--- src/rtl/core/bpm_pkg.sv ---
// ----------------------------------------------------------------------------
// bpm_pkg
// Shared widths, register indexes and reset values of the probability merge.
// ----------------------------------------------------------------------------
package bpm_pkg;

   localparam int PROB_W  = 8;
   localparam int COUNT_W = 32;
   localparam int TOTAL_W = COUNT_W + 1;
   localparam int NUM_W   = COUNT_W + PROB_W + 1;
   localparam int SAT_W   = 8;
   localparam int FAC_W   = 9;
   localparam int WNUM_W  = FAC_W + SAT_W;
   localparam int QUO_W   = 9;
   localparam int CSR_IDX_W  = 3;
   localparam int CSR_DATA_W = 9;

   localparam logic [CSR_IDX_W-1:0] CSR_COEF_SAT     = 3'd0;
   localparam logic [CSR_IDX_W-1:0] CSR_COEF_FAC     = 3'd1;
   localparam logic [CSR_IDX_W-1:0] CSR_COEF_FAC_KEY = 3'd2;
   localparam logic [CSR_IDX_W-1:0] CSR_AFTER_KEY    = 3'd3;
   localparam logic [CSR_IDX_W-1:0] CSR_MODE_SAT     = 3'd4;
   localparam logic [CSR_IDX_W-1:0] CSR_MODE_FAC     = 3'd5;

   localparam logic [SAT_W-1:0] RST_COEF_SAT     = 8'd24;
   localparam logic [FAC_W-1:0] RST_COEF_FAC     = 9'd112;
   localparam logic [FAC_W-1:0] RST_COEF_FAC_KEY = 9'd128;
   localparam logic [SAT_W-1:0] RST_MODE_SAT     = 8'd20;
   localparam logic [FAC_W-1:0] RST_MODE_FAC     = 9'd128;

   localparam logic [FAC_W-1:0]  FAC_MAX   = 9'd256;
   localparam logic [PROB_W-1:0] PROB_HALF = 8'd128;
   localparam logic [PROB_W-1:0] PROB_MAX  = 8'd255;
   localparam logic [PROB_W-1:0] PROB_MIN  = 8'd1;

   localparam int DIV_LAT = QUO_W;
   localparam int LATENCY = DIV_LAT + 4;

endpackage

--- src/rtl/core/bpm_div.sv ---
// ----------------------------------------------------------------------------
// bpm_div
// Pipelined restoring divider, one quotient bit per stage, with a side tag.
// ----------------------------------------------------------------------------
module bpm_div
   import bpm_pkg::*;
#(
   parameter int NW = NUM_W,
   parameter int DW = TOTAL_W,
   parameter int QW = QUO_W,
   parameter int TW = 1
) (
   input  logic          clock,
   input  logic          reset,
   input  logic          in_vld,
   input  logic [NW-1:0] in_num,
   input  logic [DW-1:0] in_den,
   input  logic [TW-1:0] in_tag,
   output logic          out_vld,
   output logic [QW-1:0] out_quo,
   output logic [TW-1:0] out_tag
);

   localparam int XW = DW + QW;

   logic [XW-1:0] rem_ff [QW];
   logic [DW-1:0] den_ff [QW];
   logic [QW-1:0] quo_ff [QW];
   logic [TW-1:0] tag_ff [QW];
   logic          vld_ff [QW];

   for (genvar k = 0; k < QW; k++) begin : g_stage
      logic [XW-1:0] r_src;
      logic [DW-1:0] d_src;
      logic [QW-1:0] q_src;
      logic [TW-1:0] t_src;
      logic          v_src;
      logic [XW-1:0] sh;
      logic          ge;

      if (k == 0) begin : g_first
         assign r_src = XW'(in_num);
         assign d_src = in_den;
         assign q_src = '0;
         assign t_src = in_tag;
         assign v_src = in_vld;
      end else begin : g_next
         assign r_src = rem_ff[k-1];
         assign d_src = den_ff[k-1];
         assign q_src = quo_ff[k-1];
         assign t_src = tag_ff[k-1];
         assign v_src = vld_ff[k-1];
      end

      assign sh = XW'(d_src) << (QW - 1 - k);
      assign ge = r_src >= sh;

      always_ff @(posedge clock) begin
         if (reset) begin
            vld_ff[k] <= 1'b0;
         end else begin
            vld_ff[k] <= v_src;
         end
         rem_ff[k] <= ge ? r_src - sh : r_src;
         den_ff[k] <= d_src;
         quo_ff[k] <= {q_src[QW-2:0], ge};
         tag_ff[k] <= t_src;
      end
   end

   assign out_vld = vld_ff[QW-1];
   assign out_quo = quo_ff[QW-1];
   assign out_tag = tag_ff[QW-1];

endmodule

--- src/rtl/core/binary_prob_merge.sv ---
// ----------------------------------------------------------------------------
// binary_prob_merge
// Backward probability adaptation of one binary tree node.
//
//   channel  ports                       handshake
//   request  start/busy, req_*           start && !busy
//   result   rsp_strobe, rsp_new_prob    one-cycle strobe, no back-pressure
//   csr      csr_valid/csr_ready, csr_*  csr_valid && csr_ready
//
// A word enters every cycle; its result passes the input register, the nine
// divider stages, then the select, multiply and blend registers.
// busy stays low: nothing ever stalls the pipeline.
// Reset clears the valid bits and loads the register defaults.
// ----------------------------------------------------------------------------
module binary_prob_merge
   import bpm_pkg::*;
(
   input  logic                  clock,
   input  logic                  reset,
   input  logic                  start,
   output logic                  busy,
   input  logic                  req_type,
   input  logic [PROB_W-1:0]     req_old_prob,
   input  logic [COUNT_W-1:0]    req_left_count,
   input  logic [COUNT_W-1:0]    req_right_count,
   output logic                  rsp_strobe,
   output logic [PROB_W-1:0]     rsp_new_prob,
   input  logic                  csr_valid,
   output logic                  csr_ready,
   input  logic [CSR_IDX_W-1:0]  csr_index,
   input  logic [CSR_DATA_W-1:0] csr_data
);

   logic [SAT_W-1:0] coef_sat_ff;
   logic [FAC_W-1:0] coef_fac_ff;
   logic [FAC_W-1:0] coef_fac_key_ff;
   logic             after_key_ff;
   logic [SAT_W-1:0] mode_sat_ff;
   logic [FAC_W-1:0] mode_fac_ff;

   assign csr_ready = 1'b1;
   assign busy      = 1'b0;

   always_ff @(posedge clock) begin
      if (reset) begin
         coef_sat_ff     <= RST_COEF_SAT;
         coef_fac_ff     <= RST_COEF_FAC;
         coef_fac_key_ff <= RST_COEF_FAC_KEY;
         after_key_ff    <= 1'b0;
         mode_sat_ff     <= RST_MODE_SAT;
         mode_fac_ff     <= RST_MODE_FAC;
      end else if (csr_valid && csr_ready) begin
         unique case (csr_index)
            CSR_COEF_SAT:     coef_sat_ff     <= csr_data[SAT_W-1:0];
            CSR_COEF_FAC:     coef_fac_ff     <= csr_data;
            CSR_COEF_FAC_KEY: coef_fac_key_ff <= csr_data;
            CSR_AFTER_KEY:    after_key_ff    <= csr_data[0];
            CSR_MODE_SAT:     mode_sat_ff     <= csr_data[SAT_W-1:0];
            CSR_MODE_FAC:     mode_fac_ff     <= csr_data;
            default: ;
         endcase
      end
   end

   // input stage
   logic [TOTAL_W-1:0] total;
   logic [SAT_W-1:0]   sat_sel;
   logic [FAC_W-1:0]   fac_sel;
   logic [FAC_W-1:0]   fac_clip;
   logic [SAT_W-1:0]   cnt;

   assign total    = {1'b0, req_left_count} + {1'b0, req_right_count};
   assign sat_sel  = req_type ? mode_sat_ff : coef_sat_ff;
   assign fac_sel  = req_type ? mode_fac_ff : (after_key_ff ? coef_fac_key_ff : coef_fac_ff);
   assign fac_clip = (fac_sel > FAC_MAX) ? FAC_MAX : fac_sel;
   assign cnt      = (total < TOTAL_W'(sat_sel)) ? total[SAT_W-1:0] : sat_sel;

   logic               s0_vld_ff;
   logic [NUM_W-1:0]   s0_num_ff;
   logic [TOTAL_W-1:0] s0_den_ff;
   logic [WNUM_W-1:0]  s0_wnum_ff;
   logic [SAT_W-1:0]   s0_sat_ff;
   logic [PROB_W-1:0]  s0_old_ff;
   logic               s0_cz_ff;

   always_ff @(posedge clock) begin
      if (reset) begin
         s0_vld_ff <= 1'b0;
      end else begin
         s0_vld_ff <= start && !busy;
      end
      s0_num_ff  <= {req_left_count, {PROB_W{1'b0}}} + NUM_W'(total >> 1);
      s0_den_ff  <= total;
      s0_wnum_ff <= fac_clip * cnt;
      s0_sat_ff  <= sat_sel;
      s0_old_ff  <= req_old_prob;
      s0_cz_ff   <= total == '0;
   end

   // dividers
   logic              cd_vld;
   logic [QUO_W-1:0]  cd_quo;
   logic [PROB_W:0]   cd_tag;
   logic              wd_vld;
   logic [QUO_W-1:0]  wd_quo;
   logic              wd_tag;

   bpm_div #(
      .NW(NUM_W), .DW(TOTAL_W), .QW(QUO_W), .TW(PROB_W + 1)
   ) u_cdiv (
      .clock(clock), .reset(reset),
      .in_vld(s0_vld_ff), .in_num(s0_num_ff), .in_den(s0_den_ff),
      .in_tag({s0_old_ff, s0_cz_ff}),
      .out_vld(cd_vld), .out_quo(cd_quo), .out_tag(cd_tag)
   );

   bpm_div #(
      .NW(WNUM_W), .DW(SAT_W), .QW(QUO_W), .TW(1)
   ) u_wdiv (
      .clock(clock), .reset(reset),
      .in_vld(s0_vld_ff), .in_num(s0_wnum_ff), .in_den(s0_sat_ff),
      .in_tag(s0_sat_ff == '0),
      .out_vld(wd_vld), .out_quo(wd_quo), .out_tag(wd_tag)
   );

   // clip and select
   logic [PROB_W-1:0] cp;

   always_comb begin
      priority if (cd_tag[0]) begin
         cp = PROB_HALF;
      end else if (cd_quo > QUO_W'(PROB_MAX)) begin
         cp = PROB_MAX;
      end else if (cd_quo == '0) begin
         cp = PROB_MIN;
      end else begin
         cp = cd_quo[PROB_W-1:0];
      end
   end

   logic              s1_vld_ff;
   logic [PROB_W-1:0] s1_cp_ff;
   logic [FAC_W-1:0]  s1_w_ff;
   logic [PROB_W-1:0] s1_old_ff;

   always_ff @(posedge clock) begin
      if (reset) begin
         s1_vld_ff <= 1'b0;
      end else begin
         s1_vld_ff <= cd_vld;
      end
      s1_cp_ff  <= cp;
      s1_w_ff   <= wd_tag ? '0 : wd_quo;
      s1_old_ff <= cd_tag[PROB_W:1];
   end

   // weight products
   localparam int PROD_W = PROB_W + FAC_W;

   logic              s2_vld_ff;
   logic [PROD_W-1:0] s2_pa_ff;
   logic [PROD_W-1:0] s2_pb_ff;

   always_ff @(posedge clock) begin
      if (reset) begin
         s2_vld_ff <= 1'b0;
      end else begin
         s2_vld_ff <= s1_vld_ff;
      end
      s2_pa_ff <= s1_old_ff * (FAC_MAX - s1_w_ff);
      s2_pb_ff <= s1_cp_ff * s1_w_ff;
   end

   // blend and round
   logic [PROD_W:0] blend_sum;

   assign blend_sum = {1'b0, s2_pa_ff} + {1'b0, s2_pb_ff} + (PROD_W + 1)'(PROB_HALF);

   always_ff @(posedge clock) begin
      if (reset) begin
         rsp_strobe <= 1'b0;
      end else begin
         rsp_strobe <= s2_vld_ff;
      end
      rsp_new_prob <= blend_sum[PROB_W +: PROB_W];
   end

   // checks
   a_div_align: assert property (@(posedge clock) disable iff (reset) cd_vld == wd_vld)
      else $error("divider valids out of step");
   a_latency: assert property (@(posedge clock) disable iff (reset)
      start |-> ##LATENCY rsp_strobe)
      else $error("accepted word produced no result");
   a_no_spurious: assert property (@(posedge clock) disable iff (reset)
      rsp_strobe |-> $past(start, LATENCY))
      else $error("result without accepted word");

endmodule
--- config.mk ---
export PLATFORM = sky130hd
export DESIGN_NAME = binary_prob_merge
export DESIGN_NICKNAME = d
export VERILOG_FILES = /design/src/rtl/core/bpm_pkg.sv /design/src/rtl/core/bpm_div.sv /design/src/rtl/core/binary_prob_merge.sv
export SDC_FILE = /design/constraint.sdc
export NUM_CORES = 2
export LEC_CHECK = 0
export ABC_CLOCK_PERIOD_IN_PS = 18870
export BUFFER_PORTS_ARGS = -buffer_cell sky130_fd_sc_hd__buf_2
export CAP_MARGIN = 20
export CORE_ASPECT_RATIO = 0.6
export CORE_MARGIN = 5
export CORE_UTILIZATION = 68
export DETAILED_ROUTE_END_ITERATION = 10
export PLACE_DENSITY_LB_ADDON = 0.08
export RECOVER_POWER = 100
export SYNTH_ARGS = -nofsm -noshare
export SYNTH_HDL_FRONTEND = slang
export SYNTH_SLANG_ARGS = --single-unit
--- constraint.sdc ---
create_clock -name clock -period 18.87 [get_ports clock]
set_input_delay 1.887 -clock clock [delete_from_list [all_inputs] [get_ports clock]]
set_output_delay 1.887 -clock clock [all_outputs]
set_load 0.005 [all_outputs]
# Yosys cells after proc, flatten, opt, wreduce, memory -nomap -nowiden
# Memories as Yosys holds them, arrays and structs flattened. A register that Yosys moved wholly into a read port is not among the register bits.
# Cells that the tools add are included.
# word_totals
register_bits	211
ram_bits	1161
inputBits	89
output_inout_bits	11
wordCells	139
mem_count	9
# op_classes
add_sub_neg	23
mul	3
n_lt_le_gt_ge	21
n_eq_ne	5
n_mux	37
bitwise_logic	9
n_reduce_logical	11
# mem_list
name	words	word_bits	rd	rd_clocked_by_memory_dff	wr	line_no	source
u_cdiv.rem_ff	9	42	8	0	9	bpm_div.sv:26	logic [XW-1:0] rem_ff [QW];
u_cdiv.den_ff	9	33	8	0	9	bpm_div.sv:27	logic [DW-1:0] den_ff [QW];
u_wdiv.rem_ff	9	17	8	0	9	bpm_div.sv:26	
u_cdiv.quo_ff	9	9	9	0	9	bpm_div.sv:28	logic [QW-1:0] quo_ff [QW];
u_cdiv.tag_ff	9	9	9	0	9	bpm_div.sv:29	logic [TW-1:0] tag_ff [QW];
u_wdiv.quo_ff	9	9	9	1	9	bpm_div.sv:28	
3 more memories	--	--	--	--	--	--	
# ops
op	n
two-way mux 42 bit	9
two-way mux 17 bit	9
>= comparator 42 x 33 -> 1 bit	1
>= comparator 42 x 34 -> 1 bit	1
>= comparator 42 x 35 -> 1 bit	1
>= comparator 42 x 36 -> 1 bit	1
>= comparator 42 x 37 -> 1 bit	1
>= comparator 42 x 38 -> 1 bit	1
>= comparator 42 x 39 -> 1 bit	1
>= comparator 42 x 40 -> 1 bit	1
subtractor 41 x 41 -> 42 bit	1
subtractor 42 x 33 -> 42 bit	1
subtractor 42 x 34 -> 42 bit	1
subtractor 42 x 35 -> 42 bit	1
subtractor 42 x 36 -> 42 bit	1
subtractor 42 x 37 -> 42 bit	1
subtractor 42 x 38 -> 42 bit	1
subtractor 42 x 39 -> 42 bit	1
subtractor 42 x 40 -> 42 bit	1
adder 40 x 32 -> 41 bit	1
>= comparator 41 bit	1
adder 32 x 32 -> 33 bit	1
zero test 33 bit	1
< comparator 33 x 8 -> 1 bit	1
other kinds (39)	69

# Longest topological paths before layout
# logic_depth
word_depth	5
ltp_mapped	37

# Modules after synthesis
# Synthesis repeated with hierarchy kept, for this count alone.
# hier_totals
hier_cells	6610
hier_area_um2	60998.5
# modules_own_cells
mod	instances	cells_each	area_each_um2	seq_area_each_um2
bpm_div (u_cdiv)	1	3754	33933.8	14714.1
binary_prob_merge	1	1876	16971.3	4264.1
bpm_div (u_wdiv)	1	980	10093.4	5265.0

# Worst setup path after synthesis
# OpenSTA, ideal clock, no wires.
# synth_path
path_type	input to register
from	input req_left_count[0]
to	register s0_wnum_ff[16]
setup_time_ps	72
t_arrival_ps	9311
slack_ps	9487
stages	29
path_buffers	2
cell_sequence	ha_1 -> fa_1 -> a21oi_1 -> o2111ai_1 -> and3_1 -> or4_4 -> and2_1 -> buf_6 -> nor2_1 -> or4b_1 -> nor4_2 -> nand4b_1 -> buf_4 -> o21ai_2 -> or3b_1 -> fa_1 -> fa_1 -> inv_1 -> fa_1 -> fa_1 -> ha_1 -> a21oi_1 -> o21ai_0 -> a21oi_1 -> o21bai_1 -> a2111o_1 -> a31o_2 -> a21oi_1 -> xnor2_1
# synth_via
elab_chain_len	4
# synth_rtl
item	line_no	source
from (decl)	binary_prob_merge.sv:24	input logic [COUNT_W-1:0] req_left_count,
adder 32 x 32 -> 33 bit	binary_prob_merge.sv:72	assign total = {1'b0, req_left_count} + {1'b0, req_right_count};
net total[20]	binary_prob_merge.sv:66	logic [TOTAL_W-1:0] total;
< comparator 33 x 8 -> 1 bit	binary_prob_merge.sv:76	assign cnt = (total < TOTAL_W'(sat_sel)) ? total[SAT_W-1:0] : sat_sel;
two-way mux 8 bit	binary_prob_merge.sv:76	
multiplier 9 x 8 -> 17 bit	binary_prob_merge.sv:94	s0_wnum_ff <= fac_clip * cnt;
to (signal assigned)	binary_prob_merge.sv:94	
to (decl)	binary_prob_merge.sv:81	logic [WNUM_W-1:0] s0_wnum_ff;
# The timed path passes the listed nets, and every way through them passes these cells.
# A chain may end at the register's enable or synchronous reset.

# Worst setup path after layout
# Same ends and word-level chain as after synthesis.

==> metrics.md <==
| Metric | Value |
|---|---|
| Status | `complete, but fails checks` |
| Failing checks | `max-capacitance violations, max-slew violations` |
| Post-synth EDFFs | `0` |
| Crit end category | `flip-flop` |
| Final net count | `7,228` |
| Final core utilization | `0.746` |
| Area Overhead vs Synth | `9.03%` |
| Cell Rows | `83` |
| Pin count of the biggest net entering global routing | `65` |
| Comb pwr share | `0.550` |
| DRT Pass-1 Iters | `5` |
| Worst ir drop on vdd | `0.000411 V` |
| Global route overflow | `0` |
| Syn Area/Cell | `9.24 sq um` |
| Slew Viols, Final | `564` |
| GP Congestion | `1.01` |
| Int Power | `8.01 mW` |
| Primary FF master, synth | `dfxtp_1` |
| Fraction of registers with async set/reset | `0` |
| MaxCap Viol Count | `12` |
| FF/Latch Area | `23,300 sq um` |
| CTS Sinks | `1,166` |
| DR iter-0 viols | `3,880` |
| Die width | `388 um` |
| Initial Util | `0.684` |
| CTS tree | `done` |
| Clock transition at path regs | `70 ps` |
| Longest Clk Path Bufs | `3` |
| Pwr Density | `214 nW/um^2` |
| Critical path launch point type | `input port` |
| Fin. Hold Viols | `0` |
| Seq/Total Area, Yosys | `0.399` |
| Via Count | `44,628` |
| Final setup viols | `0` |
| Mapped Area | `58,400 sq um` |
| Syn Inst Count | `6,322` |
| Post-DRT Antenna Nets | `0` |
| Worst endpoint required time | `19,510 ps` |
| # DRC | `0` |
| #FFs+latches synth | `1,166` |
| Fill count | `6,250` |
| Yosys cell types | `85` |
| Share of cells above drive strength 1 | `0.0604` |
| CTS buffer count | `103` |
| Setup Total Neg Slack | `0 ps` |
| Cts hold-fix bufs | `0` |
| Ant. Diodes | `0` |
| Routed vias/inst | `5.83` |
| Critical-path top delay cell | `clkbuf_1` |
| Worst skew pair latency | `720 ps` |
| Postcts setup bufs | `0` |
| Worst path top cell family by delay | `compound AO/OA/AOI/OAI gates` |
| Setup repair after global routing missed its margin | `no` |
| Rel. slew slack | `-0.711` |
| Synth area leader | `dfxtp_1` |
| Net Sw Power | `5.63 mW` |
| Mapped Nets | `7,130` |
| Final period util | `0.623` |
| Clock share of power | `0.170` |
| Antenna violations before repair | `0` |
| Sw frac | `0.413` |
| Reg power frac | `0.280` |
| GRT Util Overall | `0.309` |
| Crit-path max FO | `64` |
| H-tree levels | `3` |
| Pleak | `29.7 nW` |
| Vias in the first global route | `42,556` |
| Clock skew | `38.6 ps` |
| Pre-CTS setup slack | `7510 ps` |
| WP data arrival | `12,400 ps` |
| Max incr delay on CP | `960 ps` |
| IO Pins | `100` |
| Clock Tree Root | `clkbuf_16` |
| Synth top area cells | `dfxtp_1 40%, ha_1 12%, fa_1 5.4%` |
| Die height | `237 um` |
| DP HPWL | `111,000 um` |
| First-pass GRT wire length | `230,000 um` |
| Total number of yosys warnings | `0` |
| Max Clock Freq | `85.1 MHz` |
| Slew @ Worst Pin | `2570 ps` |
| Final worst setup slack | `7120 ps` |
| Routed WL | `144,000 um` |
| Post_cts resized | `0` |
| Core Region | `85,400 sq um` |
| Die area | `92,100 sq um` |
| Crit Path Category | `input port to flip-flop` |
| Wire per inst | `18.9 um` |
| Multi-input logic area | `31,800 sq um` |
| Yosys top cell area share | `0.399` |
| Worst Path Buf+Inv | `6` |
| Minimum clock period | `11,750 ps` |
| Hold Crit Class | `flip-flop to flip-flop` |
| I/O Buffers | `97` |
[metrics by stage]
stage          hold slack [ps]  total power, mW  instances  area (sq um)
4_1_cts                    326             13.6       7657         63800
6_report                   324             13.6       7657         63700
3_5_place_dp               312             11.2       7462         60000
3_3_place_gp               310             11.0       7462         60000
5_1_grt                    332             14.8       7657         63700
2_1_floorplan              310             9.51       6322         58400
[cells by family after synthesis]
family | share of synthesized area
AND/OR/NAND/NOR | 0.138
multiplexers | 0.0156
buffers and inverters | 0.0562
AO/OA/AOI/OAI | 0.153
other | 0.000129
flip-flops | 0.399
adder cells (fa/ha/maj) | 0.174
XOR/XNOR | 0.0631
[power groups by stage]
stage / clock network, mW / registers, mW / logic (mW)
CTS: 2.35 / 3.82 / 7.43
floorplan: 0 / 3.66 / 5.86
detailed placement: 0 / 3.86 / 7.31
global placement: 0 / 3.85 / 7.13
finish: 2.32 / 3.82 / 7.50
global route: 2.46 / 3.90 / 8.47
[Yosys cell counts, drive strengths merged (17+ instances only)]
| master | count |
|---|---|
| a21oi | 484 |
| nand2 | 492 |
| a211oi | 80 |
| o21ai | 331 |
| xnor2 | 266 |
| a21boi | 19 |
| o211ai | 18 |
| clkbuf | 111 |
| o21a | 59 |
| and3 | 30 |
| nand3 | 97 |
| a211o | 30 |
| nor2b | 93 |
| or2 | 24 |
| o21bai | 41 |
| o31ai | 25 |
| ha | 561 |
| inv | 718 |
| mux2 | 55 |
| nor4 | 44 |
| xor2 | 155 |
| a31oi | 28 |
| and2 | 100 |
| nor2 | 381 |
| nor3 | 86 |
| fa | 158 |
| mux2i | 29 |
| buf | 25 |
| nand2b | 88 |
| dfxtp | 1166 |
| a21o | 199 |
| or3 | 25 |
| or4 | 17 |
| nand4 | 87 |
[metal layers]
metal | up-vias | wire length (um) | track usage
li1 | 21773 | - | -
met1 | 21141 | 69300 | 0.465
met2 | 1552 | 57000 | 0.433
met3 | 160 | 16200 | 0.106
met4 | 2 | 1880 | 0.0477
met5 | - | 135 | 0.0104
[cell type report]
cell class,count,area share
clock inverters,64,0.0150
well taps,1147,0.0225
flip-flops and latches,1166,0.366
repair buffers,129,0.00978
clock buffers,131,0.0446
inverters,719,0.0424
multi-input cells,4301,0.499
[cell usage in the layout, fill, tap and decap left out, types with 77 or more instances in the layout]
cell,n
a21oi_1,483
a211oi_1,80
dfxtp_1,1166
fa_1,158
a21o_1,199
xnor2_1,266
xor2_1,155
and2_1,90
ha_1,561
nand4_1,87
buf_2,87
clkbuf_16,103
nand2b_1,88
inv_1,718
nor2_1,381
nand3_1,97
nor3_1,77
nand2_1,492
o21ai_0,328
nor2b_1,93
[state kept, by name, indices dropped and copies added, names as in the netlist, 9 cells and up]
name             flops
u_cdiv.rem_ff      300
u_cdiv.den_ff      264
u_wdiv.rem_ff      136
u_cdiv.tag_ff       81
u_wdiv.den_ff       64
u_cdiv.quo_ff       45
u_wdiv.quo_ff       45
s0_den_ff           33
s0_num_ff           33
s0_wnum_ff          17
s2_pa_ff            16
s2_pb_ff            16
coef_fac_ff          9
coef_fac_key_ff      9
mode_fac_ff          9
s1_w_ff              9
u_cdiv.vld_ff        9
u_wdiv.tag_ff        9
[worst reg2reg max path: cells and delay by family (launching register included)]
family                   cells  cell delay, ps
multiplexers                 1             140
AO/OA/AOI/OAI               15            2900
flip-flops                   1             310
adder cells (fa/ha/maj)      6            2720
XOR/XNOR                     1             140
AND/OR/NAND/NOR              2             280
buffers and inverters        4            2430
[path summary, 6_finish.rpt]
| path | from | to | slack [ps] | cells after the start |
|---|---|---|---|---|
| worst max-delay path | req_left_count[0] | s0_wnum_ff[16] | 7120 | 32 |
| worst min-delay path | u_cdiv.tag_ff[0][35] | u_cdiv.tag_ff[0][44] | 320 | 0 |
| worst max register to register | mode_sat_ff[1] | s0_wnum_ff[16] | 9860 | 29 |
| worst min register to register | u_cdiv.tag_ff[0][35] | u_cdiv.tag_ff[0][44] | 320 | 0 |
Power figures use the tool's default switching activity.
